[config.mk]
export PLATFORM = sky130hd
export DESIGN_NAME = ramp_setpoint_pi_controller_flat
export DESIGN_NICKNAME = d
export VERILOG_FILES = /design/src/rtl/rsp_pkg.sv /design/src/rtl/rsp_ifs.sv /design/src/rtl/rsp_cfg.sv /design/src/rtl/rsp_ctrl.sv /design/src/rtl/rsp_dp.sv /design/src/rtl/ramp_setpoint_pi_controller.sv /design/src/flat_wrapper.sv
export SDC_FILE = /design/constraint.sdc
export NUM_CORES = 2
export LEC_CHECK = 0
export BUFFER_PORTS_ARGS = -buffer_cell sky130_fd_sc_hd__clkbuf_2
export CAP_MARGIN = 0
export CELL_PAD_IN_SITES_DETAIL_PLACEMENT = 0
export CELL_PAD_IN_SITES_GLOBAL_PLACEMENT = 1
export CORE_ASPECT_RATIO = 0.5
export CORE_UTILIZATION = 31
export CTS_BUF_LIST = sky130_fd_sc_hd__clkbuf_8
export CTS_CLUSTER_DIAMETER = 40
export DETAILED_ROUTE_END_ITERATION = 10
export GPL_ROUTABILITY_DRIVEN = 0
export MAX_ROUTING_LAYER = met4
export PLACE_DENSITY = 0.65
export SLEW_MARGIN = 20
export SYNTH_ARGS = -nofsm -noshare
export SYNTH_HDL_FRONTEND = slang
export SYNTH_SLANG_ARGS = --single-unit
[constraint.sdc]
create_clock -name clk -period 22.8 [get_ports clk]
set_input_delay 2.28 -clock clk [delete_from_list [all_inputs] [get_ports clk]]
set_output_delay 2.28 -clock clk [all_outputs]
set_load 0.02 [all_outputs]
[src/rtl/rsp_pkg.sv]
// Shared types, widths, register map and reset values for the ramp setpoint PI controller.
package rsp_pkg;

  localparam int TIME_W  = 24;
  localparam int POS_W   = 32;
  localparam int VEL_W   = 24;
  localparam int GAIN_W  = 32;
  localparam int CMD_W   = 48;
  localparam int DATA_W  = 32;
  localparam int ADDR_W  = 5;

  localparam logic [VEL_W-1:0]  RST_DESIRED_VELOCITY = 24'd26214;
  localparam logic [TIME_W-1:0] RST_ACCEL_TIME       = 24'd65536;
  localparam logic [VEL_W-1:0]  RST_ACCEL_RATE       = 24'd26214;
  localparam logic [GAIN_W-1:0] RST_PROP_GAIN        = 32'd98304000;
  localparam logic [GAIN_W-1:0] RST_INTEG_GAIN_DT    = 32'd6554;

  typedef enum logic [2:0] {
    REG_DESIRED_VELOCITY = 3'd0,
    REG_ACCEL_TIME       = 3'd1,
    REG_ACCEL_RATE       = 3'd2,
    REG_PROP_GAIN        = 3'd3,
    REG_INTEG_GAIN_DT    = 3'd4
  } reg_idx_t;

  typedef struct packed {
    logic [VEL_W-1:0]  desired_velocity;
    logic [TIME_W-1:0] accel_time;
    logic [VEL_W-1:0]  accel_rate;
    logic [GAIN_W-1:0] prop_gain;
    logic [GAIN_W-1:0] integ_gain_dt;
  } cfg_t;

  // One bit per datapath step; the controller raises at most one at a time.
  typedef struct packed {
    logic load;
    logic sq;
    logic ramp;
    logic vel;
    logic sp;
    logic err;
    logic mag;
    logic p_hi;
    logic p_lo;
    logic i_hi;
    logic i_lo;
    logic sum;
    logic commit;
  } dp_cmd_t;

  typedef struct packed {
    logic [CMD_W-1:0]  drive_command;
    logic [POS_W-1:0]  setpoint_position;
    logic [VEL_W-1:0]  setpoint_velocity;
    logic [VEL_W-1:0]  setpoint_accel;
    logic [POS_W-1:0]  position_error;
  } result_t;

endpackage

[src/rtl/rsp_ifs.sv]
// Valid/ready channel interfaces for tick requests and controller results.
interface rsp_in_if;
  logic                              valid;
  logic                              ready;
  logic        [rsp_pkg::TIME_W-1:0] time_now;
  logic signed [rsp_pkg::POS_W-1:0]  measured_position;

  modport source (output valid, time_now, measured_position, input ready);
  modport sink   (input valid, time_now, measured_position, output ready);
endinterface

interface rsp_out_if;
  logic                             valid;
  logic                             ready;
  logic signed [rsp_pkg::CMD_W-1:0] drive_command;
  logic signed [rsp_pkg::POS_W-1:0] setpoint_position;
  logic        [rsp_pkg::VEL_W-1:0] setpoint_velocity;
  logic        [rsp_pkg::VEL_W-1:0] setpoint_accel;
  logic signed [rsp_pkg::POS_W-1:0] position_error;

  modport source (output valid, drive_command, setpoint_position, setpoint_velocity,
                  setpoint_accel, position_error, input ready);
  modport sink   (input valid, drive_command, setpoint_position, setpoint_velocity,
                  setpoint_accel, position_error, output ready);
endinterface

[src/rtl/rsp_cfg.sv]
// APB configuration register file.
module rsp_cfg (
  input  logic                        clk,
  input  logic                        rst,
  input  logic                        psel,
  input  logic                        penable,
  input  logic                        pwrite,
  input  logic [rsp_pkg::ADDR_W-1:0]  paddr,
  input  logic [rsp_pkg::DATA_W-1:0]  pwdata,
  output logic [rsp_pkg::DATA_W-1:0]  prdata,
  output logic                        pready,
  output rsp_pkg::cfg_t               cfg
);

  logic               wr_en;
  rsp_pkg::reg_idx_t  idx;

  assign pready = 1'b1;
  assign wr_en  = psel && penable && pwrite;
  assign idx    = rsp_pkg::reg_idx_t'(paddr[rsp_pkg::ADDR_W-1:2]);

  always_ff @(posedge clk) begin
    if (rst) begin
      cfg.desired_velocity <= rsp_pkg::RST_DESIRED_VELOCITY;
      cfg.accel_time       <= rsp_pkg::RST_ACCEL_TIME;
      cfg.accel_rate       <= rsp_pkg::RST_ACCEL_RATE;
      cfg.prop_gain        <= rsp_pkg::RST_PROP_GAIN;
      cfg.integ_gain_dt    <= rsp_pkg::RST_INTEG_GAIN_DT;
    end else if (wr_en) begin
      case (idx)
        rsp_pkg::REG_DESIRED_VELOCITY: cfg.desired_velocity <= pwdata[rsp_pkg::VEL_W-1:0];
        rsp_pkg::REG_ACCEL_TIME:       cfg.accel_time       <= pwdata[rsp_pkg::TIME_W-1:0];
        rsp_pkg::REG_ACCEL_RATE:       cfg.accel_rate       <= pwdata[rsp_pkg::VEL_W-1:0];
        rsp_pkg::REG_PROP_GAIN:        cfg.prop_gain        <= pwdata;
        rsp_pkg::REG_INTEG_GAIN_DT:    cfg.integ_gain_dt    <= pwdata;
        default: ;
      endcase
    end
  end

  // Read back, zero beyond the map
  always_comb begin
    case (idx)
      rsp_pkg::REG_DESIRED_VELOCITY: prdata = {8'd0, cfg.desired_velocity};
      rsp_pkg::REG_ACCEL_TIME:       prdata = {8'd0, cfg.accel_time};
      rsp_pkg::REG_ACCEL_RATE:       prdata = {8'd0, cfg.accel_rate};
      rsp_pkg::REG_PROP_GAIN:        prdata = cfg.prop_gain;
      rsp_pkg::REG_INTEG_GAIN_DT:    prdata = cfg.integ_gain_dt;
      default:                       prdata = '0;
    endcase
  end

endmodule

[src/rtl/rsp_ctrl.sv]
// Sequencer: steps one tick through the datapath and owns the result valid.
module rsp_ctrl (
  input  logic             clk,
  input  logic             rst,
  input  logic             in_valid,
  output logic             in_ready,
  output logic             out_valid,
  input  logic             out_ready,
  output rsp_pkg::dp_cmd_t cmd
);

  typedef enum logic [12:0] {
    ST_IDLE = 13'b0000000000001,
    ST_SQ   = 13'b0000000000010,
    ST_RAMP = 13'b0000000000100,
    ST_VEL  = 13'b0000000001000,
    ST_SP   = 13'b0000000010000,
    ST_ERR  = 13'b0000000100000,
    ST_MAG  = 13'b0000001000000,
    ST_P_HI = 13'b0000010000000,
    ST_P_LO = 13'b0000100000000,
    ST_I_HI = 13'b0001000000000,
    ST_I_LO = 13'b0010000000000,
    ST_SUM  = 13'b0100000000000,
    ST_CMD  = 13'b1000000000000
  } state_t;

  state_t state, state_next;

  assign in_ready = (state == ST_IDLE);

  always_comb begin
    state_next = state;
    cmd        = '0;
    case (state)
      ST_IDLE: begin
        if (in_valid) begin
          cmd.load   = 1'b1;
          state_next = ST_SQ;
        end
      end
      ST_SQ: begin
        cmd.sq     = 1'b1;
        state_next = ST_RAMP;
      end
      ST_RAMP: begin
        cmd.ramp   = 1'b1;
        state_next = ST_VEL;
      end
      ST_VEL: begin
        cmd.vel    = 1'b1;
        state_next = ST_SP;
      end
      ST_SP: begin
        cmd.sp     = 1'b1;
        state_next = ST_ERR;
      end
      ST_ERR: begin
        cmd.err    = 1'b1;
        state_next = ST_MAG;
      end
      ST_MAG: begin
        cmd.mag    = 1'b1;
        state_next = ST_P_HI;
      end
      ST_P_HI: begin
        cmd.p_hi   = 1'b1;
        state_next = ST_P_LO;
      end
      ST_P_LO: begin
        cmd.p_lo   = 1'b1;
        state_next = ST_I_HI;
      end
      ST_I_HI: begin
        cmd.i_hi   = 1'b1;
        state_next = ST_I_LO;
      end
      ST_I_LO: begin
        cmd.i_lo   = 1'b1;
        state_next = ST_SUM;
      end
      ST_SUM: begin
        cmd.sum    = 1'b1;
        state_next = ST_CMD;
      end
      ST_CMD: begin
        // hold until the result register is free
        if (!out_valid || out_ready) begin
          cmd.commit = 1'b1;
          state_next = ST_IDLE;
        end
      end
      default: state_next = ST_IDLE;
    endcase
  end

  always_ff @(posedge clk) begin
    if (rst) begin
      state     <= ST_IDLE;
      out_valid <= 1'b0;
    end else begin
      state <= state_next;
      if (cmd.commit) begin
        out_valid <= 1'b1;
      end else if (out_ready) begin
        out_valid <= 1'b0;
      end
    end
  end

endmodule

[src/rtl/rsp_dp.sv]
// Datapath: shared 33x24 multiplier, setpoint, error and PI update registers.
module rsp_dp (
  input  logic                       clk,
  input  logic                       rst,
  input  rsp_pkg::dp_cmd_t           cmd,
  input  rsp_pkg::cfg_t              cfg,
  input  logic [rsp_pkg::TIME_W-1:0] in_time,
  input  logic [rsp_pkg::POS_W-1:0]  in_meas,
  output rsp_pkg::result_t           res
);

  localparam logic [31:0] ERR_MAX = 32'h7FFF_FFFF;
  localparam logic [31:0] ERR_MIN = 32'h8000_0000;
  localparam logic [47:0] CMD_MAX = 48'h7FFF_FFFF_FFFF;
  localparam logic [47:0] CMD_MIN = 48'h8000_0000_0000;

  logic [23:0] t_q;
  logic [31:0] meas_q;
  logic        accel_q;

  logic [32:0] mul_a;
  logic [23:0] mul_b;
  logic [23:0] base;
  logic [56:0] prod;

  logic [38:0] ramp_q;
  logic [39:0] sp_sum;
  logic [31:0] sp_q;
  logic [23:0] vel_q;
  logic [23:0] acc_q;
  logic [32:0] sp_diff;
  logic [31:0] err_q;
  logic [32:0] d_p;
  logic [32:0] d_i;
  logic [32:0] mag_p_q;
  logic [32:0] mag_i_q;
  logic        neg_p_q;
  logic        neg_i_q;
  logic [48:0] hi_q;
  logic [49:0] pmag_q;
  logic [49:0] imag_sum;
  logic [48:0] imag_q;
  logic [51:0] pterm;
  logic [51:0] part_q;
  logic [53:0] iterm;
  logic [53:0] total;
  logic [47:0] cmd_sat;
  logic [31:0] prev_err;
  logic [47:0] prev_cmd;

  assign base = accel_q ? t_q : cfg.accel_time;

  // Operand select for the shared multiplier
  always_comb begin
    mul_a = '0;
    mul_b = '0;
    if (cmd.sq) begin
      mul_a = {9'd0, base};
      mul_b = base;
    end else if (cmd.ramp) begin
      mul_a = {1'b0, prod[47:16]};
      mul_b = cfg.accel_rate;
    end else if (cmd.vel) begin
      if (accel_q) begin
        mul_a = {9'd0, t_q};
        mul_b = cfg.accel_rate;
      end else begin
        mul_a = {9'd0, t_q - cfg.accel_time};
        mul_b = cfg.desired_velocity;
      end
    end else if (cmd.p_hi) begin
      mul_a = mag_p_q;
      mul_b = {8'd0, cfg.prop_gain[31:16]};
    end else if (cmd.p_lo) begin
      mul_a = mag_p_q;
      mul_b = {8'd0, cfg.prop_gain[15:0]};
    end else if (cmd.i_hi) begin
      mul_a = mag_i_q;
      mul_b = {8'd0, cfg.integ_gain_dt[31:16]};
    end else if (cmd.i_lo) begin
      mul_a = mag_i_q;
      mul_b = {8'd0, cfg.integ_gain_dt[15:0]};
    end
  end

  assign sp_sum   = {1'b0, ramp_q} + (accel_q ? 40'd0 : {8'd0, prod[47:16]});
  assign sp_diff  = {sp_q[31], sp_q} - {meas_q[31], meas_q};
  assign d_p      = {err_q[31], err_q} - {prev_err[31], prev_err};
  assign d_i      = {err_q[31], err_q} + {prev_err[31], prev_err};
  assign imag_sum = {1'b0, hi_q} + {17'd0, prod[48:16]};
  assign pterm    = neg_p_q ? (52'd0 - {2'd0, pmag_q}) : {2'd0, pmag_q};
  assign iterm    = neg_i_q ? (54'd0 - {5'd0, imag_q}) : {5'd0, imag_q};
  assign total    = {{2{part_q[51]}}, part_q} + iterm;
  assign cmd_sat  = (total[53:47] == 7'h00 || total[53:47] == 7'h7F) ? total[47:0]
                  : (total[53] ? CMD_MIN : CMD_MAX);

  always_ff @(posedge clk) begin
    prod <= mul_a * mul_b;
    if (cmd.load) begin
      t_q     <= in_time;
      meas_q  <= in_meas;
      accel_q <= (in_time < cfg.accel_time);
    end
    if (cmd.vel) begin
      ramp_q <= prod[55:17];
    end
    if (cmd.sp) begin
      sp_q  <= (sp_sum[39:31] != 9'd0) ? ERR_MAX : sp_sum[31:0];
      if (accel_q) begin
        vel_q <= (prod[47:40] != 8'd0) ? 24'hFF_FFFF : prod[39:16];
        acc_q <= cfg.accel_rate;
      end else begin
        vel_q <= cfg.desired_velocity;
        acc_q <= '0;
      end
    end
    if (cmd.err) begin
      err_q <= (sp_diff[32] != sp_diff[31]) ? (sp_diff[32] ? ERR_MIN : ERR_MAX)
                                            : sp_diff[31:0];
    end
    if (cmd.mag) begin
      neg_p_q <= d_p[32];
      mag_p_q <= d_p[32] ? (33'd0 - d_p) : d_p;
      neg_i_q <= d_i[32];
      mag_i_q <= d_i[32] ? (33'd0 - d_i) : d_i;
    end
    if (cmd.p_lo || cmd.i_lo) begin
      hi_q <= prod[48:0];
    end
    if (cmd.i_hi) begin
      pmag_q <= imag_sum;
    end
    if (cmd.sum) begin
      imag_q <= imag_sum[49:1];
      part_q <= {{4{prev_cmd[47]}}, prev_cmd} + pterm;
    end
    if (cmd.commit) begin
      res.drive_command     <= cmd_sat;
      res.setpoint_position <= sp_q;
      res.setpoint_velocity <= vel_q;
      res.setpoint_accel    <= acc_q;
      res.position_error    <= err_q;
    end
  end

  // Controller memory: last error and last command
  always_ff @(posedge clk) begin
    if (rst) begin
      prev_err <= '0;
      prev_cmd <= '0;
    end else if (cmd.commit) begin
      prev_err <= err_q;
      prev_cmd <= cmd_sat;
    end
  end

endmodule

[src/rtl/ramp_setpoint_pi_controller.sv]
// Top level: ramp setpoint generator with a Tustin PI position controller.
//
//   channel  dir  payload                                         handshake
//   sample   in   time_now, measured_position                     valid/ready
//   result   out  drive_command, setpoint_position,               valid/ready
//                 setpoint_velocity, setpoint_accel, position_error
//   apb      in   register writes and reads at byte address 4*i   psel/penable, pready=1
//
// One request runs through one accept step and twelve sequencer steps, set by
// the single shared 33x24 multiplier that forms all seven products in turn.
// The result register frees the input side: the next request is accepted while the
// previous result still waits; a stalled result holds the sequencer in its last step.
// rst (synchronous) restores the register defaults, clears the last error and
// command, and drops result valid.
module ramp_setpoint_pi_controller (
  input  logic                       clk,
  input  logic                       rst,
  rsp_in_if.sink                     sample,
  rsp_out_if.source                  result,
  input  logic                       psel,
  input  logic                       penable,
  input  logic                       pwrite,
  input  logic [rsp_pkg::ADDR_W-1:0] paddr,
  input  logic [rsp_pkg::DATA_W-1:0] pwdata,
  output logic [rsp_pkg::DATA_W-1:0] prdata,
  output logic                       pready
);

  rsp_pkg::cfg_t    cfg;
  rsp_pkg::dp_cmd_t dp_cmd;
  rsp_pkg::result_t res;
  logic             in_ready;
  logic             out_valid;

  rsp_cfg u_cfg (
    .clk     (clk),
    .rst     (rst),
    .psel    (psel),
    .penable (penable),
    .pwrite  (pwrite),
    .paddr   (paddr),
    .pwdata  (pwdata),
    .prdata  (prdata),
    .pready  (pready),
    .cfg     (cfg)
  );

  // Sequencer: one request at a time, result valid owned here
  rsp_ctrl u_ctrl (
    .clk       (clk),
    .rst       (rst),
    .in_valid  (sample.valid),
    .in_ready  (in_ready),
    .out_valid (out_valid),
    .out_ready (result.ready),
    .cmd       (dp_cmd)
  );

  // Datapath: setpoint, error, and the incremental PI update
  rsp_dp u_dp (
    .clk     (clk),
    .rst     (rst),
    .cmd     (dp_cmd),
    .cfg     (cfg),
    .in_time (sample.time_now),
    .in_meas (sample.measured_position),
    .res     (res)
  );

  assign sample.ready             = in_ready;
  assign result.valid             = out_valid;
  assign result.drive_command     = res.drive_command;
  assign result.setpoint_position = res.setpoint_position;
  assign result.setpoint_velocity = res.setpoint_velocity;
  assign result.setpoint_accel    = res.setpoint_accel;
  assign result.position_error    = res.position_error;

  // Drop ready right after a request is taken
  a_one_in_flight: assert property (@(posedge clk) disable iff (rst)
    (sample.valid && sample.ready) |=> !sample.ready)
    else $error("request accepted while another is in flight");

  // A committed step always presents a result next cycle
  a_commit_valid: assert property (@(posedge clk) disable iff (rst)
    dp_cmd.commit |=> result.valid)
    else $error("commit without a valid result");

  // Never drive two datapath steps at once
  a_single_step: assert property (@(posedge clk) disable iff (rst)
    $onehot0(dp_cmd))
    else $error("more than one datapath step active");

  // Never overwrite a result that is still waiting
  a_no_overwrite: assert property (@(posedge clk) disable iff (rst)
    dp_cmd.commit |-> (!result.valid || result.ready))
    else $error("result overwritten while stalled");

endmodule
[src/flat_wrapper.sv]
// flat-port wrapper written by rule: the top's interface ports become plain ports
module ramp_setpoint_pi_controller_flat 
  (clk, rst, psel, penable, pwrite, paddr, pwdata, prdata, pready, sample_valid, sample_time_now, sample_measured_position, sample_ready, result_valid, result_drive_command, result_setpoint_position, result_setpoint_velocity, result_setpoint_accel, result_position_error, result_ready);
  rsp_in_if sample_i ();
  rsp_out_if result_i ();
  input  logic clk;
  input  logic rst;
  input  logic psel;
  input  logic penable;
  input  logic pwrite;
  input  logic [rsp_pkg::ADDR_W-1:0] paddr;
  input  logic [rsp_pkg::DATA_W-1:0] pwdata;
  output logic [rsp_pkg::DATA_W-1:0] prdata;
  output logic pready;
  input wire logic [$bits(sample_i.valid)-1:0] sample_valid;
  input wire logic [$bits(sample_i.time_now)-1:0] sample_time_now;
  input wire logic [$bits(sample_i.measured_position)-1:0] sample_measured_position;
  output wire logic [$bits(sample_i.ready)-1:0] sample_ready;
  output wire logic [$bits(result_i.valid)-1:0] result_valid;
  output wire logic [$bits(result_i.drive_command)-1:0] result_drive_command;
  output wire logic [$bits(result_i.setpoint_position)-1:0] result_setpoint_position;
  output wire logic [$bits(result_i.setpoint_velocity)-1:0] result_setpoint_velocity;
  output wire logic [$bits(result_i.setpoint_accel)-1:0] result_setpoint_accel;
  output wire logic [$bits(result_i.position_error)-1:0] result_position_error;
  input wire logic [$bits(result_i.ready)-1:0] result_ready;
  assign sample_i.valid = sample_valid;
  assign sample_i.time_now = sample_time_now;
  assign sample_i.measured_position = sample_measured_position;
  assign sample_ready = sample_i.ready;
  assign result_valid = result_i.valid;
  assign result_drive_command = result_i.drive_command;
  assign result_setpoint_position = result_i.setpoint_position;
  assign result_setpoint_velocity = result_i.setpoint_velocity;
  assign result_setpoint_accel = result_i.setpoint_accel;
  assign result_position_error = result_i.position_error;
  assign result_i.ready = result_ready;
  ramp_setpoint_pi_controller u_core (.clk(clk), .rst(rst), .sample(sample_i), .result(result_i), .psel(psel), .penable(penable), .pwrite(pwrite), .paddr(paddr), .pwdata(pwdata), .prdata(prdata), .pready(pready));
endmodule
==> results.yml <==
outcome:
  status: "finished, final reports clean"
worst_setup_path:
  crit_fanout: 12
  crit_slowest_cell: "a221oi_1"
  reg2reg_depth: 38
  startpoint: "u_core.u_cfg.cfg[88]$_SDFFE_PP0P_"
  arrival_ns: 13.97
  reg2reg_to: "u_core.u_dp.prod[55]$_DFF_P_"
  slowest_delay_ns: 0.84
  crit_end: "u_core.u_dp.prod[55]$_DFF_P_"
  critPathRequiredTime_ns: 23.63
  crit_path_end_kind: "register"
  path_class: "reg -> reg"
  startpoint_type: "register"
  crit_path_frequent_cell: "fa_1"
  reg2reg_slack_ns: 9.66
  worstReg2RegStart: "u_core.u_cfg.cfg[88]$_SDFFE_PP0P_"
die:
  die_w_um: 707.4
  start_util_pct: 31.19
  dieArea_mm2: 0.2509
  coreArea_mm2: 0.2473
  fp.dieH_um: 354.7
  rows: 129
  io_pins: 295
power:
  combPwrFrac_pct: 7.5
  powerDensity_mw_per_mm2: 44.93
  switchingPower_mw: 1.016
  swShare_pct: 26.10
  p_leak_nw: 36.58
  seqPwrFrac_pct: 46.3
  power_frac_clock_pct: 46.2
  ir_drop_mv: 0.04761
  totalPowerFinal_mw: 3.891
  p_int_mw: 2.876
yosys:
  syn_inst: 8166
  yosys.area.top_type: "edfxtp_1"
  seq_area_frac_synth_pct: 32.15
  synthesis.area_mm2: 0.07712
  synth_top_area_share_pct: 24.73
  ys_top_cells_by_area: "edfxtp_1 (25%), fa_1 (18%), ha_1 (8.0%), dfxtp_1 (7.4%), nand2_1 (5.0%)"
  synth_edf_count: 635
  synth_warnings: 0
  ys_ff_latch: 921
  synth_cell_types: 96
  avgSynthCellArea_um2: 9.444
  ys.flop_type: "edfxtp_1"
  ys_async_sr_fraction_pct: 0
place:
  io_buffer_count: 291
  placed_cell_area_mm2: 0.08267
  place_hpwl_um: 207700
global_route:
  grt_max_degree: 104
  grt_pass1_vias: 60400
  track_usage_pct: 21.98
  antenna_found_initial: 38
  overflow: 0
  grt_pass1_wl_um: 400600
clock_network:
  ctsHoldBuffers: 0
  cts_tree: "done"
  htree_levels: 4
  insertion_delay_ns: 0.90
  cts_buffers: 170
  clk_path_buf_depth: 3
  cts_resized: 0
  clock-sinks: 921
  post_cts_buffers: 0
  path_clk_slew_ns: 0.06
  cts_root_buf: "clkbuf_8"
timing:
  rsz0062_at_grt: "false"
  min_period_ns: 13.14
  fmax_mhz: 76.12
  worst_clock_skew_ns: 0.05536
  fin_tns_setup_ns: 0
  finalHoldViolCount: 0
  finalSetupViolations: 0
  worst-slew-pin-transition_ns: 1.186
  drv_slew: 0
  period_share_pct: 57.62
  slew_headroom_pct: 20.91
routing:
  vias: 61660
  ant_nets: 0
  routed_wl_um: 274500
  wl_per_cell_um: 22.99
  drt_pass1_iterations: 8
  drt_iter0_markers: 5763
  drcViolationCount: 0
  vias_per_cell: 5.165
worst_hold_path:
  worstHoldPathType: "reg -> reg"
  whs_path_depth: 0
layout:
  nets: 9706
  fin_util_pct: 35.03
  fillers: 25490
  drive_gt1_share_pct: 10.21
  syn_to_final_growth_pct: 12.31
  stdcell_area_mm2: 0.08661
job:
  drv_cap: 0
layout by cell type (no fill, tap or decap), types with 37 or more instances in the layout:
master,netlist,routed
dfxtp_1,286,286
xor2_1,121,121
nand2_1,1017,1016
o31ai_1,67,66
and2_1,83,82
nand4_1,46,46
buf_4,3,152
or2_2,38,38
o21ai_0,242,238
a22oi_1,66,66
a31oi_1,69,68
a21oi_1,492,481
ha_1,492,492
o21bai_1,37,37
clkbuf_2,0,290
nand3b_1,40,40
o21a_1,66,66
or3_1,37,37
xnor2_1,321,321
fa_1,687,687
and3_1,41,40
nand3_1,139,138
nor2b_1,96,96
nand2b_1,99,98
nor2_1,645,641
a311oi_1,46,46
nor3_1,122,122
a211oi_1,44,43
inv_1,975,1008
a21o_1,207,207
o22ai_1,42,40
edfxtp_1,635,635
nor4_1,43,41
clkbuf_8,0,185
power by group through the flow:
stage	clock, mW	sequential [mW]	combinational [mW]
after floorplan	0	1.83	0.163
after global placement	0	1.84	0.283
after detailed placement	0	1.84	0.283
after CTS	1.84	1.80	0.286
after global routing	1.91	1.80	0.308
final	1.80	1.80	0.292
cell type report:
| cell class | instances | area (um2) | area share [%] |
|---|---|---|---|
| diodes | 26 | 65.06 | 0.07512 |
| clock buffers | 185 | 2546 | 2.940 |
| clock inverters | 133 | 1296 | 1.497 |
| inverters | 977 | 3675 | 4.243 |
| multi-input cells | 5912 | 47420 | 54.75 |
| flip-flops and latches | 921 | 24790 | 28.63 |
| well taps | 3340 | 4179 | 4.825 |
| repair buffers | 445 | 2636 | 3.044 |
worst min-delay path by stage:
| stage | slack [ns] | to | startpoint |
|---|---|---|---|
| 2_1_floorplan | 0.39 | u_core.u_dp.hi_q[0]$_DFFE_PP_ | u_core.u_dp.prod[0]$_DFF_P_ |
| 3_3_place_gp | 0.39 | u_core.u_dp.hi_q[11]$_DFFE_PP_ | u_core.u_dp.prod[11]$_DFF_P_ |
| 3_5_place_dp | 0.39 | u_core.u_dp.ramp_q[33]$_DFFE_PP_ | u_core.u_dp.prod[50]$_DFF_P_ |
| 4_1_cts | 0.40 | u_core.u_dp.res[69]$_DFFE_PP_ | u_core.u_dp.vel_q[13]$_DFFE_PP_ |
| 5_1_grt | 0.40 | u_core.u_dp.res[52]$_DFFE_PP_ | u_core.u_dp.acc_q[20]$_SDFFCE_PN0P_ |
| 6_report | 0.40 | u_core.u_dp.res[52]$_DFFE_PP_ | u_core.u_dp.acc_q[20]$_SDFFCE_PN0P_ |
sequential cells by signal (all words and copies together) (netlist names), 32 cells and up:
register,cells
u_core.u_cfg.cfg,136
u_core.u_dp.err_q,32
u_core.u_dp.hi_q,49
u_core.u_dp.imag_q,49
u_core.u_dp.mag_i_q,32
u_core.u_dp.mag_p_q,33
u_core.u_dp.meas_q,32
u_core.u_dp.part_q,52
u_core.u_dp.pmag_q,50
u_core.u_dp.prev_cmd,48
u_core.u_dp.prev_err,32
u_core.u_dp.prod,56
u_core.u_dp.ramp_q,39
u_core.u_dp.res,160
u_core.u_dp.sp_q,32
worst max-delay path: cells and delay by family (launching register included):
kind            cells  cell delay (ns)
fa+ha+maj          10             4.51
buf+inv             4             0.32
flops               1             0.37
simple gates        4             0.89
compound gates     18             6.67
xor+xnor            2             0.27
through the flow:
stage / hold WS [ns] / setup WS [ns] / cells
6_report: 0.4004 / 9.663 / 11940
5_1_grt: 0.3999 / 9.262 / 11930
4_1_cts: 0.3953 / 9.803 / 11910
3_5_place_dp: 0.3887 / 9.884 / 11590
3_3_place_gp: 0.3898 / 9.903 / 11590
2_1_floorplan: 0.3855 / 12.23 / 8173
cell usage after synthesis, drive strengths merged, types with 43 or more instances:
cell    count
nand3     139
nand2b     99
a31oi      70
dfxtp     286
o21a       66
nand2    1018
o31ai      67
xnor2     322
nor2      645
nor3      122
inv       976
a21oi     492
ha        492
nor4       43
nand4      46
xor2      121
a211oi     45
clkbuf    320
o21ai     290
a311oi     47
a22oi      67
a21o      207
nor2b      96
edfxtp    635
buf        43
and2       84
fa        687
cells by family (layout without fill, tap and decap cells):
| family | after synthesis | after routing | share of synthesized area (%) |
|---|---|---|---|
| other | 2 | 35 | 0.009738 |
| DFF | 921 | 921 | 32.15 |
| adders and majority gates | 1189 | 1189 | 25.95 |
| AOI/OAI and AO/OA | 1707 | 1707 | 14.71 |
| and+or+nand+nor | 2525 | 2525 | 14.92 |
| muxes | 39 | 39 | 0.5468 |
| xor gates and xnor gates | 443 | 443 | 5.041 |
| buffers and inverters | 1340 | 1740 | 6.676 |
per-layer routing:
| metal | track usage (%) | part of all wire (%) | vias to the layer above |
|---|---|---|---|
| met5 | - | 0 | - |
| li1 | - | - | 28420 |
| met3 | 4.108 | 7.7 | 404 |
| met1 | 29.47 | 44 | 30720 |
| met2 | 33.52 | 45 | 2124 |
| met4 | 7.115 | 3.2 | 0 |
No activity file was read; power rests on OpenSTA's default activity.
